==> config.mk <==
export PLATFORM = sky130hd
export DESIGN_NAME = waypoint_seek_steering
export DESIGN_NICKNAME = d
export VERILOG_FILES = /design/src/hw/rtl/wss_pkg.sv /design/src/hw/rtl/waypoint_seek_steering.sv
export VERILOG_INCLUDE_DIRS = /design/src /design/src/hw/rtl
export SDC_FILE = /design/constraint.sdc
export NUM_CORES = 2
export LEC_CHECK = 0
export BUFFER_PORTS_ARGS = -buffer_cell sky130_fd_sc_hd__buf_4
export CAP_MARGIN = 10
export CORE_MARGIN = 2
export CORE_UTILIZATION = 40
export CTS_BUF_LIST = sky130_fd_sc_hd__clkbuf_8
export DETAILED_ROUTE_END_ITERATION = 6
export PLACE_DENSITY = 0.67
export SYNTH_ARGS = -nofsm -noshare
export SYNTH_HDL_FRONTEND = slang
export SYNTH_SLANG_ARGS = --single-unit
==> constraint.sdc <==
create_clock -name i_clk -period 10.9 [get_ports i_clk]
set_input_delay 1.09 -clock i_clk [delete_from_list [all_inputs] [get_ports i_clk]]
set_output_delay 1.09 -clock i_clk [all_outputs]
set_load 0.005 [all_outputs]
==> src/hw/rtl/assert_macros.svh <==
// Assertion macros shared by the RTL of the waypoint follower.
// Define NO_ASSERTIONS to compile them out.
`ifndef ASSERT_MACROS_SVH
`define ASSERT_MACROS_SVH

`ifndef NO_ASSERTIONS
// same-cycle implication, checked outside reset
`define WSS_ASSERT_IMPL(lbl, clk, rst_n, ante, cons) \
    lbl: assert property (@(posedge clk) disable iff (!rst_n) (ante) |-> (cons)) \
        else $error("assertion failed");
// next-cycle implication, checked outside reset
`define WSS_ASSERT_NEXT(lbl, clk, rst_n, ante, cons) \
    lbl: assert property (@(posedge clk) disable iff (!rst_n) (ante) |=> (cons)) \
        else $error("assertion failed");
`else
`define WSS_ASSERT_IMPL(lbl, clk, rst_n, ante, cons)
`define WSS_ASSERT_NEXT(lbl, clk, rst_n, ante, cons)
`endif

`endif

==> src/hw/rtl/wss_pkg.sv <==
// Constants, register indexes and helper functions of the waypoint follower.
// No dependencies.
package wss_pkg;

    // waypoint corners
    localparam int NUM_WAYPOINTS = 4;
    localparam int WP_W          = $clog2(NUM_WAYPOINTS);
    localparam logic [WP_W-1:0] WP_MIN_MIN = WP_W'(0);
    localparam logic [WP_W-1:0] WP_MIN_MAX = WP_W'(1);
    localparam logic [WP_W-1:0] WP_MAX_MAX = WP_W'(2);
    localparam logic [WP_W-1:0] WP_MAX_MIN = WP_W'(3);

    // configuration register indexes
    localparam logic [2:0] CFG_FOLLOW_EN = 3'd0;
    localparam logic [2:0] CFG_SPEED     = 3'd1;
    localparam logic [2:0] CFG_AREA_W    = 3'd2;
    localparam logic [2:0] CFG_AREA_H    = 3'd3;
    localparam logic [2:0] CFG_MARGIN    = 3'd4;
    localparam logic [2:0] CFG_RADIUS    = 3'd5;

    // register reset values
    localparam logic        RST_FOLLOW_EN = 1'b1;
    localparam logic [15:0] RST_SPEED     = 16'd200;
    localparam logic [13:0] RST_AREA_W    = 14'd1024;
    localparam logic [13:0] RST_AREA_H    = 14'd768;
    localparam logic [9:0]  RST_MARGIN    = 10'd25;
    localparam logic [15:0] RST_RADIUS    = 16'd512;

    // position reset 25.0 in Q16.8, saturation limits
    localparam logic signed [23:0] POS_RESET = 24'sd6400;
    localparam logic signed [27:0] POS_MAX   = 28'sd8388607;
    localparam logic signed [27:0] POS_MIN   = -28'sd8388608;

    // heading: +-180 deg in Q9.7, quarter turn in deg * 2^16
    localparam logic [16:0]        HEAD_LIM  = 17'd23040;
    localparam logic signed [25:0] Z_QUARTER = 26'sd5898240;

    // atan(2^-i) in degrees * 2^16, rounded
    function automatic logic [21:0] atan_deg16(input logic [3:0] idx);
        logic [21:0] v;
        case (idx)
            4'd0:    v = 22'd2949120;
            4'd1:    v = 22'd1740967;
            4'd2:    v = 22'd919879;
            4'd3:    v = 22'd466945;
            4'd4:    v = 22'd234379;
            4'd5:    v = 22'd117304;
            4'd6:    v = 22'd58666;
            4'd7:    v = 22'd29335;
            4'd8:    v = 22'd14668;
            4'd9:    v = 22'd7334;
            4'd10:   v = 22'd3667;
            4'd11:   v = 22'd1833;
            4'd12:   v = 22'd917;
            4'd13:   v = 22'd458;
            4'd14:   v = 22'd229;
            4'd15:   v = 22'd115;
            default: v = 22'd0;
        endcase
        return v;
    endfunction

    // clamp a widened coordinate to signed 24 bits
    function automatic logic [23:0] sat24(input logic signed [27:0] v);
        logic [23:0] r;
        if (v > POS_MAX) begin
            r = 24'h7FFFFF;
        end else if (v < POS_MIN) begin
            r = 24'h800000;
        end else begin
            r = v[23:0];
        end
        return r;
    endfunction

endpackage

==> src/hw/rtl/waypoint_seek_steering.sv <==
// Waypoint seek steering: top level, sequencer and shared datapath.
// Depends on wss_pkg and assert_macros.svh.
//
// Usage:
//   Input channel (i_valid / o_ready) carries one tick with its elapsed time
//   i_tick_time (Q0.16 s). Output channel (o_valid / i_ready) returns one
//   result per tick: position (Q16.8), heading (Q9.7 deg) and waypoint index.
//   Configuration is a write port (i_cfg_wr_en, i_cfg_addr, i_cfg_wdata);
//   the user must write it only while no tick is in flight, which the
//   block itself does not enforce. With following on and a nonzero target
//   vector a tick runs the full sequence; a zero vector skips the root,
//   CORDIC, divisions and move; with following off it goes straight to the
//   result. The block holds one tick at a time: o_ready returns in the cycle
//   after the result transfer. One shared subtract/compare unit does a
//   29-step square root and two 26-step divisions, one shared multiplier
//   runs eight passes, and a 16-step CORDIC runs beside the root.
//   Reset (synchronous, active low) puts the position at (25.0, 25.0),
//   heading and waypoint at zero and the registers at their defaults.
//   If the receiver stalls, the result holds and no new tick is taken.
module waypoint_seek_steering (
    input  logic        i_clk,
    input  logic        i_rst_n,
    input  logic        i_valid,
    output logic        o_ready,
    input  logic [15:0] i_tick_time,
    output logic        o_valid,
    input  logic        i_ready,
    output logic [23:0] o_pos_x,
    output logic [23:0] o_pos_y,
    output logic [15:0] o_heading,
    output logic [1:0]  o_waypoint,
    input  logic        i_cfg_wr_en,
    input  logic [2:0]  i_cfg_addr,
    input  logic [15:0] i_cfg_wdata
);

    typedef enum logic [4:0] {
        S_IDLE, S_DIFF, S_MSTEP, S_MDX, S_MDY, S_SQINIT, S_SQRT, S_MNX,
        S_DINIT, S_DIV, S_MNY, S_UPD, S_NDIFF, S_MNDX, S_MNDY, S_MR,
        S_ARR, S_OUT
    } t_state;

    // configuration registers
    logic        r_follow_en;
    logic [15:0] r_speed;
    logic [13:0] r_area_w;
    logic [13:0] r_area_h;
    logic [9:0]  r_margin;
    logic [15:0] r_radius;

    // control and architectural state
    t_state                  r_state;
    logic [23:0]             r_pos_x;
    logic [23:0]             r_pos_y;
    logic [15:0]             r_heading;
    logic [wss_pkg::WP_W-1:0] r_wp;
    logic [4:0]              r_cnt;
    logic [4:0]              r_ci;
    logic                    r_axis;

    // datapath registers
    logic [15:0]        r_tt;
    logic [24:0]        r_dx;
    logic [24:0]        r_dy;
    logic [31:0]        r_step;
    logic [48:0]        r_sq;
    logic [55:0]        r_prod;
    logic [33:0]        r_rem;
    logic [57:0]        r_acc;
    logic [28:0]        r_root;
    logic [25:0]        r_qx;
    logic signed [35:0] r_cx;
    logic signed [35:0] r_cy;
    logic signed [25:0] r_cz;

    // ---------------------------------------------------------------
    // configuration writes
    always_ff @(posedge i_clk) begin
        if (!i_rst_n) begin
            r_follow_en <= wss_pkg::RST_FOLLOW_EN;
            r_speed     <= wss_pkg::RST_SPEED;
            r_area_w    <= wss_pkg::RST_AREA_W;
            r_area_h    <= wss_pkg::RST_AREA_H;
            r_margin    <= wss_pkg::RST_MARGIN;
            r_radius    <= wss_pkg::RST_RADIUS;
        end else if (i_cfg_wr_en) begin
            case (i_cfg_addr)
                wss_pkg::CFG_FOLLOW_EN: r_follow_en <= i_cfg_wdata[0];
                wss_pkg::CFG_SPEED:     r_speed     <= i_cfg_wdata;
                wss_pkg::CFG_AREA_W:    r_area_w    <= i_cfg_wdata[13:0];
                wss_pkg::CFG_AREA_H:    r_area_h    <= i_cfg_wdata[13:0];
                wss_pkg::CFG_MARGIN:    r_margin    <= i_cfg_wdata[9:0];
                wss_pkg::CFG_RADIUS:    r_radius    <= i_cfg_wdata;
                default: ;
            endcase
        end
    end

    // ---------------------------------------------------------------
    // target corner and difference vector (Q16.8, 25-bit signed)
    logic        tgt_lo_x;
    logic        tgt_lo_y;
    logic [15:0] tgt_x;
    logic [15:0] tgt_y;
    logic [24:0] n_dx;
    logic [24:0] n_dy;
    logic [23:0] mag_dx;
    logic [23:0] mag_dy;
    logic [24:0] neg_dx;
    logic [24:0] neg_dy;

    always_comb begin
        tgt_lo_x = (r_wp == wss_pkg::WP_MIN_MIN) || (r_wp == wss_pkg::WP_MIN_MAX);
        tgt_lo_y = (r_wp == wss_pkg::WP_MIN_MIN) || (r_wp == wss_pkg::WP_MAX_MIN);
        tgt_x = tgt_lo_x ? {6'b0, r_margin} : ({2'b0, r_area_w} - {6'b0, r_margin});
        tgt_y = tgt_lo_y ? {6'b0, r_margin} : ({2'b0, r_area_h} - {6'b0, r_margin});
        n_dx = {tgt_x[15], tgt_x, 8'b0} - {r_pos_x[23], r_pos_x};
        n_dy = {tgt_y[15], tgt_y, 8'b0} - {r_pos_y[23], r_pos_y};
        neg_dx = -r_dx;
        neg_dy = -r_dy;
        mag_dx = r_dx[24] ? neg_dx[23:0] : r_dx[23:0];
        mag_dy = r_dy[24] ? neg_dy[23:0] : r_dy[23:0];
    end

    // ---------------------------------------------------------------
    // shared multiplier, product registered
    logic [23:0] mul_a;
    logic [31:0] mul_b;

    always_comb begin
        case (r_state)
            S_MSTEP: begin
                mul_a = {8'b0, r_speed};
                mul_b = {16'b0, r_tt};
            end
            S_MDX, S_MNDX: begin
                mul_a = mag_dx;
                mul_b = {8'b0, mag_dx};
            end
            S_MDY, S_MNDY: begin
                mul_a = mag_dy;
                mul_b = {8'b0, mag_dy};
            end
            S_MNX: begin
                mul_a = mag_dx;
                mul_b = r_step;
            end
            S_MNY: begin
                mul_a = mag_dy;
                mul_b = r_step;
            end
            S_MR: begin
                mul_a = {8'b0, r_radius};
                mul_b = {16'b0, r_radius};
            end
            default: begin
                mul_a = '0;
                mul_b = '0;
            end
        endcase
    end

    always_ff @(posedge i_clk) begin
        r_prod <= 56'(mul_a) * 56'(mul_b);
    end

    // ---------------------------------------------------------------
    // shared subtract/compare unit: root digit or quotient bit
    logic [32:0] den;
    logic [33:0] sub_a;
    logic [33:0] sub_b;
    logic [33:0] sub_diff;
    logic        sub_ge;

    assign den = {r_root, 4'b0};

    always_comb begin
        if (r_state == S_SQRT) begin
            sub_a = {r_rem[31:0], r_acc[57:56]};
            sub_b = {3'b0, r_root, 2'b01};
        end else begin
            sub_a = {r_rem[32:0], r_acc[25]};
            sub_b = {1'b0, den};
        end
        sub_ge   = (sub_a >= sub_b);
        sub_diff = sub_a - sub_b;
    end

    // division setup: numerator plus half divisor for round-to-nearest
    logic [56:0] div_num;
    assign div_num = {1'b0, r_prod} + {25'b0, r_root, 3'b0};

    // squared length; times 256 it is the radicand
    logic [48:0] sq_sum;
    assign sq_sum = r_sq + {1'b0, r_prod[47:0]};

    // ---------------------------------------------------------------
    // CORDIC vectoring step and pre-rotation
    logic signed [35:0] c_xs;
    logic signed [35:0] c_ys;
    logic signed [25:0] c_atan;
    logic signed [35:0] n_cx;
    logic signed [35:0] n_cy;
    logic signed [25:0] n_cz;
    logic signed [35:0] ci_x;
    logic signed [35:0] ci_y;
    logic signed [35:0] p_cx;
    logic signed [35:0] p_cy;
    logic signed [25:0] p_cz;

    always_comb begin
        c_xs   = r_cx >>> r_ci[3:0];
        c_ys   = r_cy >>> r_ci[3:0];
        c_atan = signed'({4'b0, wss_pkg::atan_deg16(r_ci[3:0])});
        if (!r_cy[35]) begin
            n_cx = r_cx + c_ys;
            n_cy = r_cy - c_xs;
            n_cz = r_cz + c_atan;
        end else begin
            n_cx = r_cx - c_ys;
            n_cy = r_cy + c_xs;
            n_cz = r_cz - c_atan;
        end
        ci_x = signed'({{3{r_dx[24]}}, r_dx, 8'b0});
        ci_y = signed'({{3{r_dy[24]}}, r_dy, 8'b0});
        // left half-plane: rotate by a quarter turn first
        if (!r_dx[24]) begin
            p_cx = ci_x;
            p_cy = ci_y;
            p_cz = '0;
        end else if (!r_dy[24]) begin
            p_cx = ci_y;
            p_cy = -ci_x;
            p_cz = wss_pkg::Z_QUARTER;
        end else begin
            p_cx = -ci_y;
            p_cy = ci_x;
            p_cz = -wss_pkg::Z_QUARTER;
        end
    end

    // heading: round half away from zero to Q9.7, clamp to +-180 deg
    logic [25:0] z_abs;
    logic [25:0] z_rnd;
    logic [16:0] z_mag;
    logic [15:0] z_lim;
    logic [15:0] n_heading;

    always_comb begin
        z_abs     = r_cz[25] ? 26'(-r_cz) : 26'(r_cz);
        z_rnd     = z_abs + 26'd256;
        z_mag     = z_rnd[25:9];
        z_lim     = (z_mag > wss_pkg::HEAD_LIM) ? wss_pkg::HEAD_LIM[15:0] : z_mag[15:0];
        n_heading = r_cz[25] ? -z_lim : z_lim;
    end

    // position update with saturation
    logic signed [27:0] pos_xw;
    logic signed [27:0] pos_yw;
    logic signed [27:0] qx_w;
    logic signed [27:0] qy_w;
    logic [23:0]        n_pos_x;
    logic [23:0]        n_pos_y;

    always_comb begin
        pos_xw  = signed'({{4{r_pos_x[23]}}, r_pos_x});
        pos_yw  = signed'({{4{r_pos_y[23]}}, r_pos_y});
        qx_w    = signed'({2'b0, r_qx});
        qy_w    = signed'({2'b0, r_acc[25:0]});
        n_pos_x = wss_pkg::sat24(r_dx[24] ? (pos_xw - qx_w) : (pos_xw + qx_w));
        n_pos_y = wss_pkg::sat24(r_dy[24] ? (pos_yw - qy_w) : (pos_yw + qy_w));
    end

    // ---------------------------------------------------------------
    // sequencer
    always_ff @(posedge i_clk) begin
        if (!i_rst_n) begin
            r_state   <= S_IDLE;
            r_pos_x   <= wss_pkg::POS_RESET;
            r_pos_y   <= wss_pkg::POS_RESET;
            r_heading <= '0;
            r_wp      <= '0;
            r_cnt     <= '0;
            r_ci      <= '0;
            r_axis    <= 1'b0;
        end else begin
            case (r_state)
                S_IDLE: begin
                    if (i_valid) begin
                        r_state <= r_follow_en ? S_DIFF : S_OUT;
                    end
                end
                S_DIFF: begin
                    r_state <= S_MSTEP;
                end
                S_MSTEP: begin
                    // zero vector: no move, heading cleared
                    if ((r_dx == '0) && (r_dy == '0)) begin
                        r_heading <= '0;
                        r_state   <= S_NDIFF;
                    end else begin
                        r_state <= S_MDX;
                    end
                end
                S_MDX: begin
                    r_state <= S_MDY;
                end
                S_MDY: begin
                    r_state <= S_SQINIT;
                end
                S_SQINIT: begin
                    r_cnt   <= 5'd28;
                    r_ci    <= '0;
                    r_state <= S_SQRT;
                end
                S_SQRT: begin
                    if (!r_ci[4]) begin
                        r_ci <= r_ci + 5'd1;
                    end
                    r_cnt <= r_cnt - 5'd1;
                    if (r_cnt == '0) begin
                        r_axis  <= 1'b0;
                        r_state <= S_MNX;
                    end
                end
                S_MNX: begin
                    r_heading <= n_heading;
                    r_state   <= S_DINIT;
                end
                S_DINIT: begin
                    r_cnt   <= 5'd25;
                    r_state <= S_DIV;
                end
                S_DIV: begin
                    r_cnt <= r_cnt - 5'd1;
                    if (r_cnt == '0) begin
                        r_state <= r_axis ? S_UPD : S_MNY;
                    end
                end
                S_MNY: begin
                    r_axis  <= 1'b1;
                    r_state <= S_DINIT;
                end
                S_UPD: begin
                    r_pos_x <= n_pos_x;
                    r_pos_y <= n_pos_y;
                    r_state <= S_NDIFF;
                end
                S_NDIFF: begin
                    r_state <= S_MNDX;
                end
                S_MNDX: begin
                    r_state <= S_MNDY;
                end
                S_MNDY: begin
                    r_state <= S_MR;
                end
                S_MR: begin
                    r_state <= S_ARR;
                end
                S_ARR: begin
                    if (r_sq < {17'b0, r_prod[31:0]}) begin
                        r_wp <= r_wp + wss_pkg::WP_W'(1);
                    end
                    r_state <= S_OUT;
                end
                S_OUT: begin
                    if (i_ready) begin
                        r_state <= S_IDLE;
                    end
                end
                default: begin
                    r_state <= S_IDLE;
                end
            endcase
        end
    end

    // ---------------------------------------------------------------
    // datapath registers
    always_ff @(posedge i_clk) begin
        case (r_state)
            S_IDLE: begin
                r_tt <= i_tick_time;
            end
            S_DIFF, S_NDIFF: begin
                r_dx <= n_dx;
                r_dy <= n_dy;
            end
            S_MDX: begin
                r_step <= r_prod[31:0];
            end
            S_MDY, S_MNDY: begin
                r_sq <= {1'b0, r_prod[47:0]};
            end
            S_MR: begin
                r_sq <= sq_sum;
            end
            S_SQINIT: begin
                r_acc  <= {1'b0, sq_sum, 8'b0};
                r_rem  <= '0;
                r_root <= '0;
                r_cx   <= p_cx;
                r_cy   <= p_cy;
                r_cz   <= p_cz;
            end
            S_SQRT: begin
                r_rem  <= sub_ge ? sub_diff : sub_a;
                r_root <= {r_root[27:0], sub_ge};
                r_acc  <= {r_acc[55:0], 2'b00};
                if (!r_ci[4]) begin
                    r_cx <= n_cx;
                    r_cy <= n_cy;
                    r_cz <= n_cz;
                end
            end
            S_DINIT: begin
                r_rem <= {3'b0, div_num[56:26]};
                r_acc <= {32'b0, div_num[25:0]};
            end
            S_DIV: begin
                r_rem <= sub_ge ? sub_diff : sub_a;
                r_acc <= {r_acc[56:0], sub_ge};
            end
            S_MNY: begin
                r_qx <= r_acc[25:0];
            end
            default: ;
        endcase
    end

    // ---------------------------------------------------------------
    // ports
    assign o_ready    = (r_state == S_IDLE);
    assign o_valid    = (r_state == S_OUT);
    assign o_pos_x    = r_pos_x;
    assign o_pos_y    = r_pos_y;
    assign o_heading  = r_heading;
    assign o_waypoint = r_wp;

    // ---------------------------------------------------------------
    // assertions
    `include "assert_macros.svh"

    `WSS_ASSERT_IMPL(a_ready_valid_excl, i_clk, i_rst_n, o_ready, !o_valid)
    `WSS_ASSERT_IMPL(a_div_rem_bound, i_clk, i_rst_n, (r_state == S_DIV), (r_rem < {1'b0, den}))
    `WSS_ASSERT_IMPL(a_wp_change_at_arrival, i_clk, i_rst_n, !$stable(r_wp), ($past(r_state) == S_ARR) || !$past(i_rst_n))
    `WSS_ASSERT_NEXT(a_zero_vec_heading, i_clk, i_rst_n, (r_state == S_MSTEP) && (r_dx == '0) && (r_dy == '0), (r_heading == '0) && (r_state == S_NDIFF))

endmodule

; ---- Word level (Yosys, flattened, before mapping)
; Memory sizes are Yosys's and may differ from the RTL's. A register that Yosys moved wholly into a read port is not among the register bits.
; Cells that the tools add are included.
[word_totals]
regBits = 600
rom_bits = 352
in_bits = 40
word_cells = 183
n_memories = 1
[op_classes]
n_addsub = 27
mul = 1
order_cmp = 7
n_eq_ne = 30
n_shift = 2
muxes = 54
reduce_logical = 33
[memory_table]
columns = name, words, word_bits, read_ports, rd_clocked_by_memory_dff, write_ports, line_no
row1 = (name not given), 16, 22, 1, 1, 0, wss_pkg.sv:41  ; case (idx)
[op_table]
columns = operator, n
row1 = 36-bit two-way mux, 8
row2 = 58-bit one-hot mux with 4 select lines, 1
row3 = 32-bit one-hot mux with 5 select lines, 1
row4 = 24-bit two-way mux, 6
row5 = 36-bit one-hot mux with 2 select lines, 2
row6 = 26-bit two-way mux, 5
row7 = 33-bit one-hot mux with 3 select lines, 1
row8 = 49-bit one-hot mux with 2 select lines, 1
row9 = 24-bit one-hot mux with 4 select lines, 1
row10 = 5-bit one-hot mux with 17 select lines, 1
row11 = 16-bit two-way mux, 5
row12 = 36-bit adder, 2
row13 = 33-bit negation with 36-bit output, 2
row14 = 36-bit by 4-bit >>> shifter with 36-bit output, 2
row15 = 36-bit subtractor, 2
row16 = 33-bit two-way mux, 2
row17 = 29-bit one-hot mux with 2 select lines, 1
row18 = 56-bit by 32-bit adder with 57-bit output, 1
row19 = 24-bit by 27-bit adder with 28-bit output, 2
row20 = 28-bit by 24-bit greater-than comparator with 1-bit output (second input constant), 2
row21 = 28-bit by 24-bit < comparator with 1-bit output (second input constant), 2
row22 = 24-bit by 32-bit multiplier with 56-bit output, 1
row23 = 28-bit two-way mux, 2
row24 = 24-bit by 27-bit subtractor with 28-bit output, 2
row25 = other kinds (50), 99

; ---- Longest topological paths before layout
[logic_depth]
ltp_word = 8
ltp_mapped = 40

; ---- Worst setup path after synthesis
; OpenSTA, ideal clock, no wires.
[synth_timing]
kind = register to register
start = register r_dx[2]
end = register r_prod[54]
setup_ps = 72
arrival_ps = 9823
t_required_ps = 10828
setup_slack_ps = 1005
path_stages_with_launch = 36
path_buffers = 1
period_less_slack_ps = 9895
cell_sequence = edfxtp_1 -> or3_1 -> or4b_2 -> nor4_1 -> nand2_1 -> or3_1 -> nor3_1 -> nand2b_1 -> xor2_1 -> o21ai_1 -> clkbuf_1 -> nand2_1 -> fa_1 -> inv_1 -> fa_1 -> inv_1 -> fa_1 -> fa_1 -> inv_1 -> fa_1 -> fa_1 -> inv_1 -> fa_1 -> inv_1 -> ha_1 -> a21o_1 -> a21o_1 -> a21o_1 -> a21o_1 -> a21o_1 -> a221oi_1 -> o21ai_0 -> a21oi_1 -> o21ai_0 -> a2111oi_0 -> xnor2_1
[synth_between]
elab_chain_cells = 4
elab_cells_between_ends = 5
classes_between = add/sub: 1 / mul: 1 / mux: 3
[synth_rtl]
columns = item, line_no
row1 = from (decl), waypoint_seek_steering.sv:63  ; logic [24:0] r_dx;
row2 = from (signal assigned), waypoint_seek_steering.sv:387  ; r_dx <= n_dx;
row3 = 24-bit negation, waypoint_seek_steering.sv:119  ; neg_dx = -r_dx;
row4 = 24-bit two-way mux *, waypoint_seek_steering.sv:121  ; mag_dx = r_dx[24] ? neg_dx[23:0] : r_dx[23:0];
row5 = 32-bit one-hot mux with 5 select lines or 24-bit one-hot mux with 4 select lines (tied branches), waypoint_seek_steering.sv:131  ; case (r_state)
row6 = 24-bit by 32-bit multiplier with 56-bit output *, waypoint_seek_steering.sv:164  ; r_prod <= 56'(mul_a) * 56'(mul_b);
row7 = to (signal assigned), waypoint_seek_steering.sv:164
row8 = to (decl), waypoint_seek_steering.sv:67  ; logic [55:0] r_prod;
; Every way passes the cells marked *; elsewhere a longest branch is shown, timed or not.
; A chain may end at the register's enable or synchronous reset.

; ---- Final worst setup path
[layout_timing]
start = register r_dx[1]
end = register r_prod[53]
; Same word-level chain as after synthesis.

==> results_dict.tcl <==
set metrics [dict create \
    status "finished with violations" \
    violations "design-rule violations" \
    synth-edff-count 391 \
    htree_levels 3 \
    worst_pin_slew_ns 1.26 \
    mappedNetlistArea_um2 75200 \
    grt_pass1_vias 64500 \
    relSlewSlack 0.162 \
    antenna_found_initial 9 \
    synthAdderAreaFrac 0.269 \
    yosysUniqueCellTypes 102 \
    cp_top_family "adder cells" \
    finalNetCount 10000 \
    ios 108 \
    grt_start_max_net_pins 99 \
    ys_warn_count 0 \
    grt_usage 0.264 \
    viasPerCell 5.80 \
    leakage_nw 35.5 \
    ys_ff_latch 622 \
    critPathKind "reg -> reg" \
    wl_mm 256 \
    endpoint_kind "flip-flop" \
    cts_num_sinks 622 \
    die_x_um 438 \
    register_area_um2 16400 \
    drtIter0Drc 6297 \
    cts.path.max_buffers 3 \
    drive_gt1_frac 0.0856 \
    p_clk_frac 0.302 \
    core_um2 187000 \
    use_met1 0.341 \
    syn_area_per_cell_um2 8.62 \
    synthMuxAreaShare 0.0462 \
    syn_nets 9972 \
    dr.pass1.iters 7 \
    busiest_layer "met2" \
    multiInputGateArea_um2 53600 \
    required_ns 11.68 \
    synth_xor_area_frac 0.0659 \
    cts_setup_buffers 0 \
    fmax_mhz 95.1 \
    async_reset_ff_frac 0 \
    die_y_um 438 \
    switching_share 0.398 \
    yosys.area_share.simple 0.167 \
    root_buffer "clkbuf_8" \
    grt_overflow 0 \
    cpMaxStageDelayCell "or4b_2" \
    holdWs_ns 0.369 \
    grt_use_met3 0.0398 \
    net-switching-power_mw 3.40 \
    setup_viol_count_final 0 \
    critPathMaxStageDelay_ns 0.71 \
    crit_top_cell "fa_1" \
    post-dp-hpwl_mm 203 \
    maxCapViolations 0 \
    start_kind "flip-flop" \
    gp_congestion 1.02 \
    p_per_area_nw_per_um2 104 \
    period_minus_slack_ns 10.51 \
    start_util 0.402 \
    syn-instance-count 8719 \
    combPwrFrac 0.351 \
    arrival_ns 11.29 \
    ctsHoldBuffers 0 \
    synth_top_family_by_area "adder cells" \
    cts_tree "done" \
    io_buffer_count 107 \
    cts_made_buffers 119 \
    wire_per_inst_um 22.5 \
    grt_pass1_wl_mm 390 \
    hp-class "in -> reg" \
    finalMaxSlewViolations 0 \
    p_seq_frac 0.347 \
    cp_max_fo 17 \
    finalSetupTns_ns 0 \
    insertion_delay_ns 0.91 \
    hold_violations 0 \
    timing.final.crit_share 0.964 \
    clkSlewWorstSetupHoldPaths_ns 0.07 \
    cp.buffers_inverters 3 \
    synth_compound_area_frac 0.161 \
    area_delta_synth_final_pct 9.01 \
    clock_skew_ns 0.100 \
    vias 65800 \
    fill_cells 18300 \
    ys_seq_area_frac 0.218 \
    drc 18 \
    p_int_mw 5.14 \
    met2_usage 0.427 \
    r2r_setup_slack_ns 0.39 \
    vdd_drop_max_v 0.0000946 \
    rows 159 \
    synth_flop_cell "edfxtp_1" \
    die-area_um2 191000 \
    antenna_left 0 \
]
power by group through the flow:
stage	sequential, mW	clock (mW)	combinational (mW)
global placement	3.00	0	2.87
global route	2.96	2.72	3.23
floorplan	2.84	0	1.94
detailed placement	3.00	0	2.91
CTS	2.96	2.63	2.93
finish	2.97	2.58	3.00
through the flow:
step | power [mW] | util | area (µm²) | worst slack (ns) | instances
after CTS | 8.51 | 0.437 | 81800 | 0.0845 | 11400
after global placement | 5.87 | 0.423 | 79200 | 0.165 | 11100
after detailed placement | 5.91 | 0.423 | 79200 | -0.0208 | 11100
after floorplan | 4.77 | - | 75200 | 1.01 | 8719
after global routing | 8.91 | 0.438 | 81900 | -0.0235 | 11400
final | 8.54 | 0.438 | 81900 | 0.389 | 11400
timing repair:
item | CTS | global route
pin swaps | 0 | 0
hold endpoints to repair | 0 | 0
resized for setup | 2 | 18
endpoints found under the setup margin | 1 | 12
gates cloned | 0 | 0
kinds of logic (layout without fill, tap and decap cells):
| kind of cell | count (synthesis) | in the layout |
|---|---|---|
| simple gates | 2803 | 2803 |
| compound gates | 1865 | 1865 |
| buf+inv | 1438 | 1574 |
| fa+ha+maj | 1213 | 1213 |
| flops | 622 | 622 |
| xor+xnor | 566 | 566 |
| mux | 212 | 212 |
| other cells | 0 | 5 |
registers in the layout, indices dropped and copies added, names as in the netlist, 16 cells and up:
name       flops
r_tt          16
r_acc         58
o_pos_x       24
r_speed       16
o_heading     16
r_qx          26
r_step        32
r_cy          36
r_cz          26
r_root        29
r_cx          36
r_rem         33
o_pos_y       24
c_atan        22
r_dx          25
r_sq          49
r_prod        56
r_radius      16
r_dy          25
per-layer routing:
metal / part of all wire / routed length [µm]
met1: 0.40 / 102000
met2: 0.46 / 118000
met3: 0.079 / 20200
met4: 0.062 / 15700
met5: 0.000066 / 17
cells in the final DEF (no fill, tap or decap), drive strengths merged, types with 84 or more instances in the layout:
master  synthesis  layout
o21ai         469     469
xnor2         385     385
inv          1035    1065
dfxtp         231     231
nand2        1223    1223
a21oi         432     432
nand3         110     110
buf            61     310
nor2          743     743
ha            546     546
edfxtp        391     391
fa            667     667
a21o          146     146
xor2          181     181
mux2i          84      84
nor2b          93      93
mux4          106     106
nor3          156     156
clkbuf        340     132
cell usage after synthesis, types with 69 or more instances:
library cell	number	area share
a21boi_0	82	0.0082
a21o_1	146	0.015
a21oi_1	432	0.029
a22oi_1	71	0.0071
a31oi_1	74	0.0062
and2_1	69	0.0057
and3_1	81	0.0067
clkbuf_1	340	0.017
dfxtp_1	231	0.062
edfxtp_1	391	0.16
fa_1	667	0.18
ha_1	546	0.091
inv_1	1032	0.052
mux2i_1	84	0.011
mux4_2	106	0.032
nand2_1	1222	0.061
nand2b_1	83	0.0069
nand3_1	110	0.0073
nor2_1	741	0.037
nor2b_1	93	0.0077
nor3_1	153	0.010
o211ai_1	75	0.0075
o21a_1	74	0.0074
o21ai_0	455	0.030
xnor2_1	385	0.045
xor2_1	181	0.021
worst register-to-register path: cells and delay by family (launching register included):
kind	cells	cell delay, ns
flip-flops	1	0.44
adder cells (fa/ha/maj)	8	4.09
buffers and inverters	3	0.38
AO/OA/AOI/OAI	7	1.97
AND/OR/NAND/NOR	11	3.05
XOR/XNOR	1	0.45
layout make-up:
type / instances / share of cell area
inverters: 1037 / 0.0475
clock buffers: 132 / 0.0222
multi-input cells: 6659 / 0.654
flip-flops and latches: 622 / 0.200
well taps: 2495 / 0.0381
clock inverters: 95 / 0.00939
diodes: 5 / 0.000153
repair buffers: 310 / 0.0288
path summary, 6_finish.rpt:
kind,start,end,depth (start not counted)
worst max-delay path,r_dx[1],r_prod[53],30
worst min-delay path,i_tick_time[3],r_tt[3],1
worst max register to register,r_dx[1],r_prod[53],30
worst min register to register,o_heading[13],o_heading[13],2
No activity file was read; power rests on OpenSTA's default activity.
